<file path="config.mk">
export PLATFORM = sky130hd
export DESIGN_NAME = sgs_sqrt
export DESIGN_NICKNAME = d
export VERILOG_FILES = /design/src/rtl/core/assert_macros.svh /design/src/rtl/core/sgs_pkg.sv /design/src/rtl/core/sgs_sqrt.sv
export SDC_FILE = /design/constraint.sdc
export NUM_CORES = 2
export LEC_CHECK = 0
export BUFFER_PORTS_ARGS = -buffer_cell sky130_fd_sc_hd__clkbuf_2
export CORE_UTILIZATION = 60
export CTS_CLUSTER_DIAMETER = 40
export DETAILED_ROUTE_END_ITERATION = 7
export GPL_TIMING_DRIVEN = 0
export PLACE_DENSITY_LB_ADDON = 0.1
export SLEW_MARGIN = 25
export SYNTH_ARGS = -nofsm -noshare
export SYNTH_HDL_FRONTEND = slang
export SYNTH_SLANG_ARGS = --single-unit
</file>
<file path="constraint.sdc">
create_clock -name i_clk -period 3.7 [get_ports i_clk]
set_input_delay 0.37 -clock i_clk [delete_from_list [all_inputs] [get_ports i_clk]]
set_output_delay 0.37 -clock i_clk [all_outputs]
set_load 0.005 [all_outputs]
</file>
<file path="src/rtl/core/assert_macros.svh">
// Assertion macros shared by the spectral subtraction gain RTL.
// No dependencies; included by files that carry concurrent checks.
`ifndef ASSERT_MACROS_SVH
`define ASSERT_MACROS_SVH

// Same-cycle implication, disabled during reset
`define SGS_ASSERT_IMP(lbl, clk, rst_n, ante, cons) \
    lbl: assert property (@(posedge clk) disable iff (!rst_n) (ante) |-> (cons)) \
        else $error("sgs: check failed");

// Next-cycle implication, disabled during reset
`define SGS_ASSERT_NXT(lbl, clk, rst_n, ante, cons) \
    lbl: assert property (@(posedge clk) disable iff (!rst_n) (ante) |=> (cons)) \
        else $error("sgs: check failed");

`endif

</file>
<file path="src/rtl/core/sgs_pkg.sv">
`timescale 1ns / 1ps
// Package for the spectral subtraction gain core: sizes, reset values, register codes.
// No dependencies.
package sgs_pkg;
    localparam int DATA_WIDTH   = 24;
    localparam int FFT_LEN      = 256;
    localparam int NUM_SEGMENTS = 4;

    localparam int ALPHA_W    = 16;
    localparam int LAMBDA_W   = 16;
    localparam int SEGF_W     = 10;
    localparam int CFG_IDX_W  = 2;
    localparam int CFG_DATA_W = 16;
    localparam int Q_W        = 15;   // quotient / fraction bits of Q1.15
    localparam int NUM_SHIFT  = 7;    // alpha Q8.8 to Q15 ratio

    localparam logic [ALPHA_W-1:0]  ALPHA_RST  = 16'd5120;
    localparam logic [LAMBDA_W-1:0] LAMBDA_RST = 16'd3277;
    localparam logic [SEGF_W-1:0]   SEGF_RST   = 10'd312;
    localparam logic [LAMBDA_W:0]   Q15_ONE    = 17'd32768;

    localparam logic [CFG_IDX_W-1:0] CFG_ALPHA  = 2'd0;
    localparam logic [CFG_IDX_W-1:0] CFG_LAMBDA = 2'd1;
    localparam logic [CFG_IDX_W-1:0] CFG_SEGF   = 2'd2;
endpackage

</file>
<file path="src/rtl/core/sgs_sqrt.sv">
`timescale 1ns / 1ps
// Pipelined integer square root, one result bit per stage, sideband carried along.
// Depends on sgs_pkg.
module sgs_sqrt #(
    parameter int DW = sgs_pkg::DATA_WIDTH,
    parameter int SW = 8
) (
    input  logic            i_clk,
    input  logic            i_rst_n,
    input  logic            i_en,
    input  logic            i_valid,
    input  logic [2*DW-1:0] i_rad,
    input  logic [SW-1:0]   i_side,
    output logic            o_valid,
    output logic [DW-1:0]   o_root,
    output logic [SW-1:0]   o_side
);
    import sgs_pkg::*;

    logic            r_vld  [DW];
    logic [2*DW-1:0] r_rad  [DW];
    logic [DW:0]     r_rem  [DW];
    logic [DW-1:0]   r_root [DW];
    logic [SW-1:0]   r_side [DW];

    for (genvar k = 0; k < DW; k++) begin : g_step
        logic            pv;
        logic [2*DW-1:0] prad;
        logic [DW:0]     prem;
        logic [DW-1:0]   proot;
        logic [SW-1:0]   pside;
        logic [DW+1:0]   sh;
        logic [DW+1:0]   trial;
        logic [DW+1:0]   diff;
        logic            ge;

        if (k == 0) begin : g_first
            assign pv    = i_valid;
            assign prad  = i_rad;
            assign prem  = '0;
            assign proot = '0;
            assign pside = i_side;
        end else begin : g_next
            assign pv    = r_vld[k-1];
            assign prad  = r_rad[k-1];
            assign prem  = r_rem[k-1];
            assign proot = r_root[k-1];
            assign pside = r_side[k-1];
        end

        assign sh    = {prem[DW-1:0], prad[2*DW-1 -: 2]};
        assign trial = {proot, 2'b01};
        assign diff  = sh - trial;
        assign ge    = (sh >= trial);

        always_ff @(posedge i_clk) begin
            if (!i_rst_n) begin
                r_vld[k] <= 1'b0;
            end else if (i_en) begin
                r_vld[k] <= pv;
            end
        end

        always_ff @(posedge i_clk) begin
            if (i_en) begin
                r_rad[k]  <= {prad[2*DW-3:0], 2'b00};
                r_rem[k]  <= ge ? diff[DW:0] : sh[DW:0];
                r_root[k] <= {proot[DW-2:0], ge};
                r_side[k] <= pside;
            end
        end
    end

    assign o_valid = r_vld[DW-1];
    assign o_root  = r_root[DW-1];
    assign o_side  = r_side[DW-1];
endmodule

</file>
==> results by group <==
STA
  – Maximum clock rate: 0.278 GHz
  – Max Slew Vio Count: 0
  – Fin crit period: 3600 ps
  – Worst hold slack: 45.0 ps
  – Clk_skew: 28.1 ps
  – Slew @ Worst Pin: 951 ps
  – Slew margin rel.: 0.361
  – Worst Setup Slack, final: 98.5 ps
  – Final Setup Violations: 0
  – Final Hold Viols: 0
  – Tcrit/Tclk final: 0.973

Place
  – Detailed placement HPWL: 86.6 mm
  – Dpl cells: 6701
  – IO Port Bufs: 92
  – Final GP Congestion: 0.922
  – Pre-CTS setup slack: -1970 ps

Routing
  – Wirelength, routed: 126 mm
  – Via density: 5.59
  – Drt first pass iters: 5
  – DRC viols: 0
  – Routed vias: 39800
  – Drt wl/cell: 17.7 µm
  – Post-route ant nets: 0
  – Starting DRT DRC Count: 2797

Synth
  – Top post-synthesis cells by count: edfxtp_1, inv_1, ha_1, nor2_1, a21oi_1
  – Synthesized area per cell: 13.8 µm²
  – Post-synthesis mux area share: 0.0114
  – Xor/xnor share of the synthesized area: 0.0508
  – Asr flop ratio synth: 0
  – Combinational family with the most area after synthesis: simple AND/OR/NAND/NOR gates
  – Seq/Total Area, Yosys: 0.680
  – Distinct cells, synth: 90
  – Synth Area in Adders: 0.0580
  – Main synth FF type: edfxtp_1
  – Synthesized area: 70200 µm²
  – Syn nets: 5451
  – Cells after Synth: 5066
  – Synth Area in Compound Gates: 0.0828
  – Yosys top cell area share: 0.680
  – Top cells by area, synth: edfxtp_1, ha_1, xnor2_1, inv_1, xor2_1
  – Post-Synth Simple-Gate Area: 0.0887
  – Warning count from the yosys run: 0
  – Count of flip-flops with a built-in enable after synthesis: 1589
  – Leading area contributor after synthesis: edfxtp_1
  – Seq cells post-synth: 1590
  – Most frequent cell after synthesis: edfxtp_1

Die
  – Num ports: 93
  – Die area: 118000 µm²
  – Die Ht: 344 µm
  – Die width: 344 µm
  – # rows: 125
  – Core area: 116000 µm²
  – Starting density of the core: 0.605

Run
  – Number of max-cap violations: 0

Global routing
  – Vias in the first global route: 39100
  – Met1 Use GR: 0.284
  – GR Layer Usage met3: 0.0378
  – Largest net degree at the start of global routing: 99
  – Global-route wire length before repair: 201 mm
  – GRT overflow: 0
  – Initial antenna violation count: 1
  – M2 GR Usage: 0.362
  – GR peak layer: met2
  – Total global routing track utilization: 0.216

Critical path
  – Crit-path max FO: 4
  – Critical path class: flip-flop to flip-flop
  – Worst setup EP type: flip-flop
  – Required @ worst endpoint: 4230 ps
  – CP startpoint kind: flip-flop
  – Crit path DAT: 4130 ps

CTS
  – Htree depth: 4
  – CTS tree: built
  – CTS Sinks: 1590
  – Deepest clock path buffer count: 3
  – Worst-skew pair later-pin latency: 800 ps
  – Clock slew at reported path FFs: 60 ps
  – Cts bufs inserted: 191
  – Root cell of the clock tree: clkbuf_16

Power and ir drop
  – Leakage: 30.9 nW
  – VDD IR max: 0.495 mV
  – Power Total: 50.5 mW
  – Pwr per Cell Area: 627 nW/µm²

Hold path
  – Worst Hold Class: input pin to flip-flop

Cells and area
  – Synthesis-to-layout area growth: 14.7%
  – Layout Cells excl Fill: 7121
  – Nets: 5818
  – Layout cells sized above 1: 0.105

Run status
  – Status: complete, no violations
-- metal layers --
layer  wire length, µm  part of all wire  vias up
li1                  -                 -    19600
met1             54400              0.43    19100
met2             62300              0.49      871
met3              6080             0.048      238
met4              3570             0.028        2
met5                13           0.00010        -
-- repair_timing --
action	CTS	global route
setup endpoints to repair	161	227
hold buffers	59	0
resized for setup	11	39
endpoints found under the hold margin	62	0
cloned	3	2
setup buffers	0	2
pin swaps	0	4
-- per-stage QoR --
| stage | TNS [ps] | cell area [µm²] | util |
|---|---|---|---|
| 2_1_floorplan | 0 | 70200 | - |
| 3_3_place_gp | - | 72500 | 0.625 |
| 3_5_place_dp | -206180 | 73100 | 0.630 |
| 4_1_cts | 0 | 80300 | 0.692 |
| 5_1_grt | -14.4 | 80500 | 0.693 |
| 6_report | 0 | 80500 | 0.693 |
-- cells by family (layout without fill, tap and decap cells) --
kind of cell	after synthesis	in the layout
DFF	1590	1590
muxes	71	71
and+or+nand+nor	1230	1231
buffers and inverters	508	1037
AOI/OAI and AO/OA	934	934
xor gates and xnor gates	407	407
adders and majority gates	325	325
other	1	2
-- path summary, 6_finish.rpt --
| path | startpoint | to | slack (ps) | cells after the start |
|---|---|---|---|---|
| worst max-delay path | r_rem[2][125] | r_rem[2][173] | 100 | 10 |
| worst min-delay path | i_en | r_rad[0][48] | 50 | 1 |
| worst max register to register | r_rem[2][125] | r_rem[2][173] | 100 | 10 |
| worst min register to register | r_rad[0][315] | r_rad[0][363] | 410 | 0 |
-- cells in the final DEF, fill, tap and decap left out, drive strengths merged, types with 20 or more instances in the layout --
cell	n
edfxtp	1589
nor2	307
nand2	289
nor4	48
o31ai	47
or2	34
a21oi	299
clkbuf	372
inv	462
nand4	47
o21ai	234
mux2	59
nand2b	67
nand3	86
a21o	93
dlygate4sd3	59
o21a	73
buf	37
a211oi	27
o21bai	21
ha	325
clkinv	59
bufinv	23
and3	47
xnor2	236
xor2	171
nor2b	43
or3	38
clkinvlp	22
or4	20
nor3	120
-- critical path, cell delays in order, from the launching register on --
cell and delay [ps]:
edfxtp_1 410, ha_1 370, o21a_1 160, o31ai_1 340, a31oi_1 270, o41ai_1 660, o31ai_1 190, a21o_1 250
o31ai_1 280, xnor2_1 130, mux2_2 270
-- where the power goes --
group	internal (mW)	leakage (nW)	switching, mW	total, mW
clock	11.3	3.13	7.60	18.9
sequential	22.4	15.3	1.15	23.5
combinational	3.55	12.5	4.49	8.04
-- sequential cells by signal, summed over array words and instances (netlist names) --
name    count
r_root    300
r_rem     522
r_vld      24
r_rad     552
r_side    192
-- area by class of cell --
class                      count  area [µm²]
sequential                  1590       47700
fill                        8006       35600
multi-input combinational   2969       20600
clock buffer                 216        4870
tap                         1524        1910
timing repair buffer         176        1730
clock inverter               140        1670
inverter                     426        1600
buffer                        79         370
antenna                        1        2.50
(Power assumes the default switching activity.)
