===== config.mk =====
export PLATFORM = sky130hd
export DESIGN_NAME = sgs_div
export DESIGN_NICKNAME = d
export VERILOG_FILES = /design/src/rtl/core/assert_macros.svh /design/src/rtl/core/sgs_pkg.sv /design/src/rtl/core/sgs_div.sv
export SDC_FILE = /design/constraint.sdc
export NUM_CORES = 2
export LEC_CHECK = 0
export BUFFER_PORTS_ARGS = -buffer_cell sky130_fd_sc_hd__clkbuf_2
export CORE_ASPECT_RATIO = 0.7
export CORE_MARGIN = 2
export CORE_UTILIZATION = 55
export DETAILED_ROUTE_END_ITERATION = 8
export PLACE_DENSITY = 0.71
export SETUP_SLACK_MARGIN = 0.02
export SLEW_MARGIN = 20
export SYNTH_ARGS = -nofsm -noshare
export SYNTH_HDL_FRONTEND = slang
export SYNTH_SLANG_ARGS = --single-unit
export TNS_END_PERCENT = 5

===== constraint.sdc =====
create_clock -name i_clk -period 3.5 [get_ports i_clk]
set_input_delay 0.175 -clock i_clk [delete_from_list [all_inputs] [get_ports i_clk]]
set_output_delay 0.175 -clock i_clk [all_outputs]
set_load 0.005 [all_outputs]

===== src/rtl/core/assert_macros.svh =====
// Assertion macros shared by the spectral subtraction gain RTL.
// No dependencies; included by files that carry concurrent checks.
`ifndef ASSERT_MACROS_SVH
`define ASSERT_MACROS_SVH

// Same-cycle implication, disabled during reset
`define SGS_ASSERT_IMP(lbl, clk, rst_n, ante, cons) \
    lbl: assert property (@(posedge clk) disable iff (!rst_n) (ante) |-> (cons)) \
        else $error("sgs: check failed");

// Next-cycle implication, disabled during reset
`define SGS_ASSERT_NXT(lbl, clk, rst_n, ante, cons) \
    lbl: assert property (@(posedge clk) disable iff (!rst_n) (ante) |=> (cons)) \
        else $error("sgs: check failed");

`endif


===== src/rtl/core/sgs_pkg.sv =====
`timescale 1ns / 1ps
// Package for the spectral subtraction gain core: sizes, reset values, register codes.
// No dependencies.
package sgs_pkg;
    localparam int DATA_WIDTH   = 24;
    localparam int FFT_LEN      = 256;
    localparam int NUM_SEGMENTS = 4;

    localparam int ALPHA_W    = 16;
    localparam int LAMBDA_W   = 16;
    localparam int SEGF_W     = 10;
    localparam int CFG_IDX_W  = 2;
    localparam int CFG_DATA_W = 16;
    localparam int Q_W        = 15;   // quotient / fraction bits of Q1.15
    localparam int NUM_SHIFT  = 7;    // alpha Q8.8 to Q15 ratio

    localparam logic [ALPHA_W-1:0]  ALPHA_RST  = 16'd5120;
    localparam logic [LAMBDA_W-1:0] LAMBDA_RST = 16'd3277;
    localparam logic [SEGF_W-1:0]   SEGF_RST   = 10'd312;
    localparam logic [LAMBDA_W:0]   Q15_ONE    = 17'd32768;

    localparam logic [CFG_IDX_W-1:0] CFG_ALPHA  = 2'd0;
    localparam logic [CFG_IDX_W-1:0] CFG_LAMBDA = 2'd1;
    localparam logic [CFG_IDX_W-1:0] CFG_SEGF   = 2'd2;
endpackage


===== src/rtl/core/sgs_div.sv =====
`timescale 1ns / 1ps
// Pipelined restoring divider for the Q15 noise ratio, one quotient bit per stage.
// Depends on sgs_pkg; flags quotients of 1.0 and above, and a zero divisor.
module sgs_div #(
    parameter int DW     = sgs_pkg::DATA_WIDTH,
    parameter int SW     = 8,
    localparam int NUM_W = sgs_pkg::ALPHA_W + DW + sgs_pkg::NUM_SHIFT
) (
    input  logic                   i_clk,
    input  logic                   i_rst_n,
    input  logic                   i_en,
    input  logic                   i_valid,
    input  logic [NUM_W-1:0]       i_num,
    input  logic [DW-1:0]          i_den,
    input  logic [SW-1:0]          i_side,
    output logic                   o_valid,
    output logic [sgs_pkg::Q_W-1:0] o_quo,
    output logic                   o_pass,
    output logic [SW-1:0]          o_side
);
    import sgs_pkg::*;

    localparam int HI_W = NUM_W - Q_W;

    // front stage: range check and first partial remainder
    logic             r0_vld;
    logic             r0_pass;
    logic [DW-1:0]    r0_den;
    logic [DW-1:0]    r0_rem;
    logic [Q_W-1:0]   r0_low;
    logic [SW-1:0]    r0_side;

    logic             r_vld  [Q_W];
    logic             r_pass [Q_W];
    logic [DW-1:0]    r_den  [Q_W];
    logic [DW-1:0]    r_rem  [Q_W];
    logic [Q_W-1:0]   r_low  [Q_W];
    logic [Q_W-1:0]   r_quo  [Q_W];
    logic [SW-1:0]    r_side [Q_W];

    logic [HI_W-1:0] num_hi;
    assign num_hi = i_num[NUM_W-1:Q_W];

    always_ff @(posedge i_clk) begin
        if (!i_rst_n) begin
            r0_vld <= 1'b0;
        end else if (i_en) begin
            r0_vld <= i_valid;
        end
    end

    always_ff @(posedge i_clk) begin
        if (i_en) begin
            r0_pass <= (i_den != '0) && (num_hi < HI_W'(i_den));
            r0_den  <= i_den;
            r0_rem  <= num_hi[DW-1:0];
            r0_low  <= i_num[Q_W-1:0];
            r0_side <= i_side;
        end
    end

    for (genvar k = 0; k < Q_W; k++) begin : g_step
        logic           pv;
        logic           ppass;
        logic [DW-1:0]  pden;
        logic [DW-1:0]  prem;
        logic [Q_W-1:0] plow;
        logic [Q_W-1:0] pquo;
        logic [SW-1:0]  pside;
        logic [DW:0]    sh;
        logic [DW:0]    diff;
        logic           ge;

        if (k == 0) begin : g_first
            assign pv    = r0_vld;
            assign ppass = r0_pass;
            assign pden  = r0_den;
            assign prem  = r0_rem;
            assign plow  = r0_low;
            assign pquo  = '0;
            assign pside = r0_side;
        end else begin : g_next
            assign pv    = r_vld[k-1];
            assign ppass = r_pass[k-1];
            assign pden  = r_den[k-1];
            assign prem  = r_rem[k-1];
            assign plow  = r_low[k-1];
            assign pquo  = r_quo[k-1];
            assign pside = r_side[k-1];
        end

        assign sh   = {prem, plow[Q_W-1]};
        assign ge   = (sh >= {1'b0, pden});
        assign diff = sh - {1'b0, pden};

        always_ff @(posedge i_clk) begin
            if (!i_rst_n) begin
                r_vld[k] <= 1'b0;
            end else if (i_en) begin
                r_vld[k] <= pv;
            end
        end

        always_ff @(posedge i_clk) begin
            if (i_en) begin
                r_pass[k] <= ppass;
                r_den[k]  <= pden;
                r_rem[k]  <= ge ? diff[DW-1:0] : sh[DW-1:0];
                r_low[k]  <= {plow[Q_W-2:0], 1'b0};
                r_quo[k]  <= {pquo[Q_W-2:0], ge};
                r_side[k] <= pside;
            end
        end
    end

    assign o_valid = r_vld[Q_W-1];
    assign o_quo   = r_quo[Q_W-1];
    assign o_pass  = r_pass[Q_W-1];
    assign o_side  = r_side[Q_W-1];
endmodule


==> flow_results.xml <==
<?xml version="1.0" encoding="UTF-8"?>
<metrics>
  <group name="detailed_routing">
    <metric name="ant_nets" unit="">0</metric>
    <metric name="route.detailed.drc" unit="">0</metric>
    <metric name="via_count" unit="">35100</metric>
    <metric name="first_pass_iteration_count_of_the_detailed_router" unit="">5</metric>
    <metric name="wl_per_cell" unit="µm">19.1</metric>
    <metric name="routed_wl" unit="µm">118000</metric>
    <metric name="drt-initial-drc-count" unit="">3222</metric>
    <metric name="routed_via_density" unit="">5.69</metric>
  </group>
  <group name="floorplan">
    <metric name="design.core.area" unit="mm²">0.102</metric>
    <metric name="floorplan.io_pins" unit="">108</metric>
    <metric name="die_w" unit="µm">386</metric>
    <metric name="die_y" unit="µm">272</metric>
    <metric name="initial_utilization" unit="%">55.3</metric>
    <metric name="placementRows" unit="">98</metric>
    <metric name="fp.dieArea" unit="mm²">0.105</metric>
  </group>
  <group name="final_layout">
    <metric name="post_route_cells_drive_above_1_share" unit="%">13.6</metric>
    <metric name="final_net_count" unit="">5205</metric>
    <metric name="leading_cell_type_in_the_layout_fill_and_taps_excluded" unit="">sky130_fd_sc_hd__edfxtp_1</metric>
    <metric name="mostFrequentLayoutCells" unit="">sky130_fd_sc_hd__edfxtp_1, sky130_fd_sc_hd__inv_1, sky130_fd_sc_hd__ha_1</metric>
    <metric name="n_antenna_cell" unit="">0</metric>
    <metric name="area.growth.synth_to_final" unit="%">13.9</metric>
  </group>
  <group name="synthesis">
    <metric name="yosysWarningCount" unit="">0</metric>
    <metric name="synth.avg_cell_area" unit="µm²">12.8</metric>
    <metric name="synth_seq_area_share" unit="%">59.7</metric>
    <metric name="synth.lib_cells_used.distinct" unit="">92</metric>
    <metric name="synthCells" unit="">4397</metric>
    <metric name="dominantRegCellSynth" unit="">sky130_fd_sc_hd__edfxtp_1</metric>
    <metric name="synth.ff_latch_count" unit="">1120</metric>
    <metric name="post_synth_edffs" unit="">1118</metric>
    <metric name="syn_area" unit="mm²">0.0563</metric>
    <metric name="async_reset_ff_share" unit="%">0</metric>
    <metric name="syn_nets" unit="">4877</metric>
  </group>
  <group name="worst_setup_path">
    <metric name="worst-r2r-setup-slack" unit="ns">0.06</metric>
    <metric name="reg2reg_start" unit="">r_rem[0][157]</metric>
    <metric name="cp-start-kind" unit="">register</metric>
    <metric name="critical-path-max-stage-delay" unit="ns">0.49</metric>
    <metric name="worst-path-max-fanout" unit="">12</metric>
    <metric name="crit_arrival" unit="ns">3.89</metric>
    <metric name="critical-path-top-cell-by-count" unit="">sky130_fd_sc_hd__buf_4</metric>
    <metric name="critical_path_rt" unit="ns">3.95</metric>
    <metric name="timing.critical_path.to_type" unit="">register</metric>
    <metric name="critical_path.top_delay_family" unit="">simple AND/OR/NAND/NOR gates</metric>
    <metric name="timing_worst_setup_path_type" unit="">reg2reg</metric>
    <metric name="cp_cell_sequence" unit="">ha_4 -&gt; and3_4 -&gt; nand2_4 -&gt; nor3_2 -&gt; buf_4 -&gt; nand4_1 -&gt; nor4_4 -&gt; buf_4 -&gt; o211ai_1 -&gt; a31oi_4 -&gt; clkbuf_16 -&gt; mux2_2</metric>
    <metric name="cp_slowest_cell" unit="">sky130_fd_sc_hd__edfxtp_1</metric>
    <metric name="worst_setup_path_startpoint" unit="">r_rem[0][157]</metric>
    <metric name="buf_inv_on_cp" unit="">3</metric>
  </group>
  <group name="sta">
    <metric name="timing.final.crit_period" unit="ns">3.44</metric>
    <metric name="drv_slew" unit="">0</metric>
    <metric name="finalClockSkew" unit="ns">0.0796</metric>
    <metric name="rsz0062_at_grt" unit="">yes</metric>
    <metric name="worst_slew_pin_slew" unit="ns">0.873</metric>
    <metric name="worst_hold_slack" unit="ns">0.152</metric>
    <metric name="setup_viol" unit="">0</metric>
    <metric name="finalHoldViolations" unit="">0</metric>
    <metric name="postLayoutSetupSlackWorst" unit="ns">0.0632</metric>
    <metric name="worst_slew_margin_rel" unit="%">41.2</metric>
    <metric name="layout_worst_path_cycle_share" unit="%">98.2</metric>
    <metric name="fmax" unit="MHz">291</metric>
    <metric name="setup_total_negative_slack" unit="ns">0</metric>
  </group>
  <group name="job">
    <metric name="max-cap-violations" unit="">0</metric>
  </group>
  <group name="outcome">
    <metric name="status" unit="">completed</metric>
  </group>
  <group name="cts">
    <metric name="clock_tree.buffer_depth" unit="">3</metric>
    <metric name="cts.reportedPaths.clkPinSlew" unit="ns">0.07</metric>
    <metric name="tritoncts_num_sinks" unit="">1120</metric>
    <metric name="tritoncts" unit="">built</metric>
    <metric name="numCtsBuffers" unit="">105</metric>
    <metric name="cts.root.buffer_cell" unit="">sky130_fd_sc_hd__clkbuf_16</metric>
    <metric name="clock_insertion_delay_worst_skew" unit="ns">0.73</metric>
    <metric name="h_tree_depth" unit="">3</metric>
  </group>
  <group name="global_route">
    <metric name="first_global_vias" unit="">32800</metric>
    <metric name="wire_length_of_the_first_global_routing_pass" unit="µm">184000</metric>
    <metric name="antenna_found_initial" unit="">2</metric>
    <metric name="globalRouteOverflowTotal" unit="">0</metric>
    <metric name="pin_count_of_the_biggest_net_entering_global_routing" unit="">116</metric>
    <metric name="global_route.usage.total" unit="%">22.4</metric>
  </group>
  <group name="place">
    <metric name="gpl.final_weighted_congestion" unit="">0.994</metric>
    <metric name="pre_cts_slack" unit="ns">0.0675</metric>
    <metric name="hpwl" unit="µm">85800</metric>
    <metric name="port-buffer-count" unit="">107</metric>
  </group>
  <group name="hold_path">
    <metric name="hold_path_start" unit="">i_side[7]</metric>
    <metric name="min_delay_path_class" unit="">in2reg</metric>
  </group>
  <group name="power_and_ir_drop">
    <metric name="ir_worst_vdd" unit="mV">0.507</metric>
    <metric name="cellLeakagePower" unit="nW">25.8</metric>
    <metric name="pwr_density_cell" unit="mW/mm²">873</metric>
  </group>
</metrics>
cells in the mapped netlist (8+ instances only):
master,n,area (µm²)
sky130_fd_sc_hd__o2111ai_1,12,105
sky130_fd_sc_hd__mux2_2,198,2230
sky130_fd_sc_hd__a211o_1,8,70.1
sky130_fd_sc_hd__o31ai_1,21,158
sky130_fd_sc_hd__buf_2,28,140
sky130_fd_sc_hd__buf_4,8,60.1
sky130_fd_sc_hd__mux2i_1,19,190
sky130_fd_sc_hd__a21o_1,152,1140
sky130_fd_sc_hd__nor2_1,248,931
sky130_fd_sc_hd__and3_1,48,300
sky130_fd_sc_hd__nor3_1,46,230
sky130_fd_sc_hd__a311oi_1,10,87.6
sky130_fd_sc_hd__a31oi_1,38,238
sky130_fd_sc_hd__a211oi_1,26,195
sky130_fd_sc_hd__and2_1,8,50.1
sky130_fd_sc_hd__or3_1,13,81.3
sky130_fd_sc_hd__xor2_1,91,797
sky130_fd_sc_hd__o21ai_0,184,921
sky130_fd_sc_hd__inv_1,467,1750
sky130_fd_sc_hd__nand2b_1,55,344
sky130_fd_sc_hd__a21boi_0,14,105
sky130_fd_sc_hd__nand4_1,58,363
sky130_fd_sc_hd__o31a_1,12,105
sky130_fd_sc_hd__edfxtp_1,1118,33600
sky130_fd_sc_hd__a31o_2,10,87.6
sky130_fd_sc_hd__a2111oi_0,10,87.6
sky130_fd_sc_hd__o211ai_1,22,165
sky130_fd_sc_hd__o21a_1,52,390
sky130_fd_sc_hd__a21oi_1,311,1560
sky130_fd_sc_hd__xnor2_1,169,1480
sky130_fd_sc_hd__nand3_1,64,320
sky130_fd_sc_hd__ha_1,383,4790
sky130_fd_sc_hd__nand2_1,179,672
sky130_fd_sc_hd__clkbuf_1,51,191
sky130_fd_sc_hd__fa_1,14,280
sky130_fd_sc_hd__nor4_1,23,144
sky130_fd_sc_hd__o21bai_1,33,248
sky130_fd_sc_hd__nor2b_1,63,394
per-stage QoR:
| step | utilization [%] | instances | area (µm²) | power (mW) |
|---|---|---|---|---|
| final | 62.9 | 6164 | 64100 | 55.9 |
| after global routing | 62.9 | 6164 | 64100 | 59.3 |
| after CTS | 62.7 | 6159 | 63800 | 55.4 |
| after detailed placement | 58.3 | 5885 | 59300 | 43.0 |
| after global placement | 58.3 | 5885 | 59300 | 42.6 |
| after floorplan | - | 4397 | 56300 | 36.7 |
final timing paths:
| kind | to | cells past startpoint |
|---|---|---|
| min reg2reg | r_quo[12][5] | 0 |
| max | r_rem[0][176] | 12 |
| max reg2reg | r_rem[0][176] | 12 |
| min | g_step[0].pside[7] | 2 |
timing repair:
action                     in CTS  in global routing
hold endpoints to repair      105                  0
gates cloned                    0                  2
gates resized for setup         1                 43
setup buffers                   0                  3
setup endpoints to repair       3                133
hold buffers                   78                  0
pin swaps                       0                  9
power by group:
| group | leakage [nW] | internal (mW) | switching (mW) | total, mW |
|---|---|---|---|---|
| combinational | 13.1 | 10.9 | 12.5 | 23.4 |
| clock | 1.75 | 6.92 | 5.14 | 12.1 |
| sequential | 11.0 | 18.9 | 1.64 | 20.5 |
worst register-to-register path, delay by kind of cell, from the launching register on:
| kind | cells | cell delay, ns |
|---|---|---|
| AOI/OAI and AO/OA | 2 | 0.54 |
| adders and majority gates | 1 | 0.34 |
| buffers and inverters | 3 | 0.60 |
| DFF | 1 | 0.49 |
| muxes | 1 | 0.34 |
| and+or+nand+nor | 5 | 0.93 |
cell families (layout without fill, tap and decap cells):
logic type | Yosys count | in the layout | synth area share (%)
AO/OA/AOI/OAI | 1006 | 1006 | 11.7
XOR/XNOR | 260 | 260 | 4.05
adder cells (fa/ha/maj) | 397 | 397 | 9.01
buffers and inverters | 556 | 973 | 3.85
flip-flops | 1120 | 1120 | 59.7
multiplexers | 217 | 217 | 4.30
AND/OR/NAND/NOR | 841 | 841 | 7.32
sequential cells by signal (all words and copies together) (netlist names):
name / cells
r_low: 105
g_step.prem: 24
g_step.plow: 15
r_vld: 15
r_den: 336
r_side: 120
g_step.pden: 24
g_step.pv: 1
g_step.pside: 8
r_pass: 15
g_step.ppass: 1
r_rem: 336
r_quo: 120
per-layer routing:
layer	routed length (µm)	global-route usage, %
met3	9550	5.70
met5	13	0
met2	45600	29.2
met1	59900	36.5
met4	2930	5.88
final cells by class:
cell class	count	area (µm²)
tap	1350	1690
inverter	467	1750
timing repair buffer	310	2590
clock buffer	130	2720
fill	7680	37700
sequential	1120	33600
multi-input combinational	2721	20800
clock inverter	66	938
Note: power is estimated with default switching activity, not from simulation.
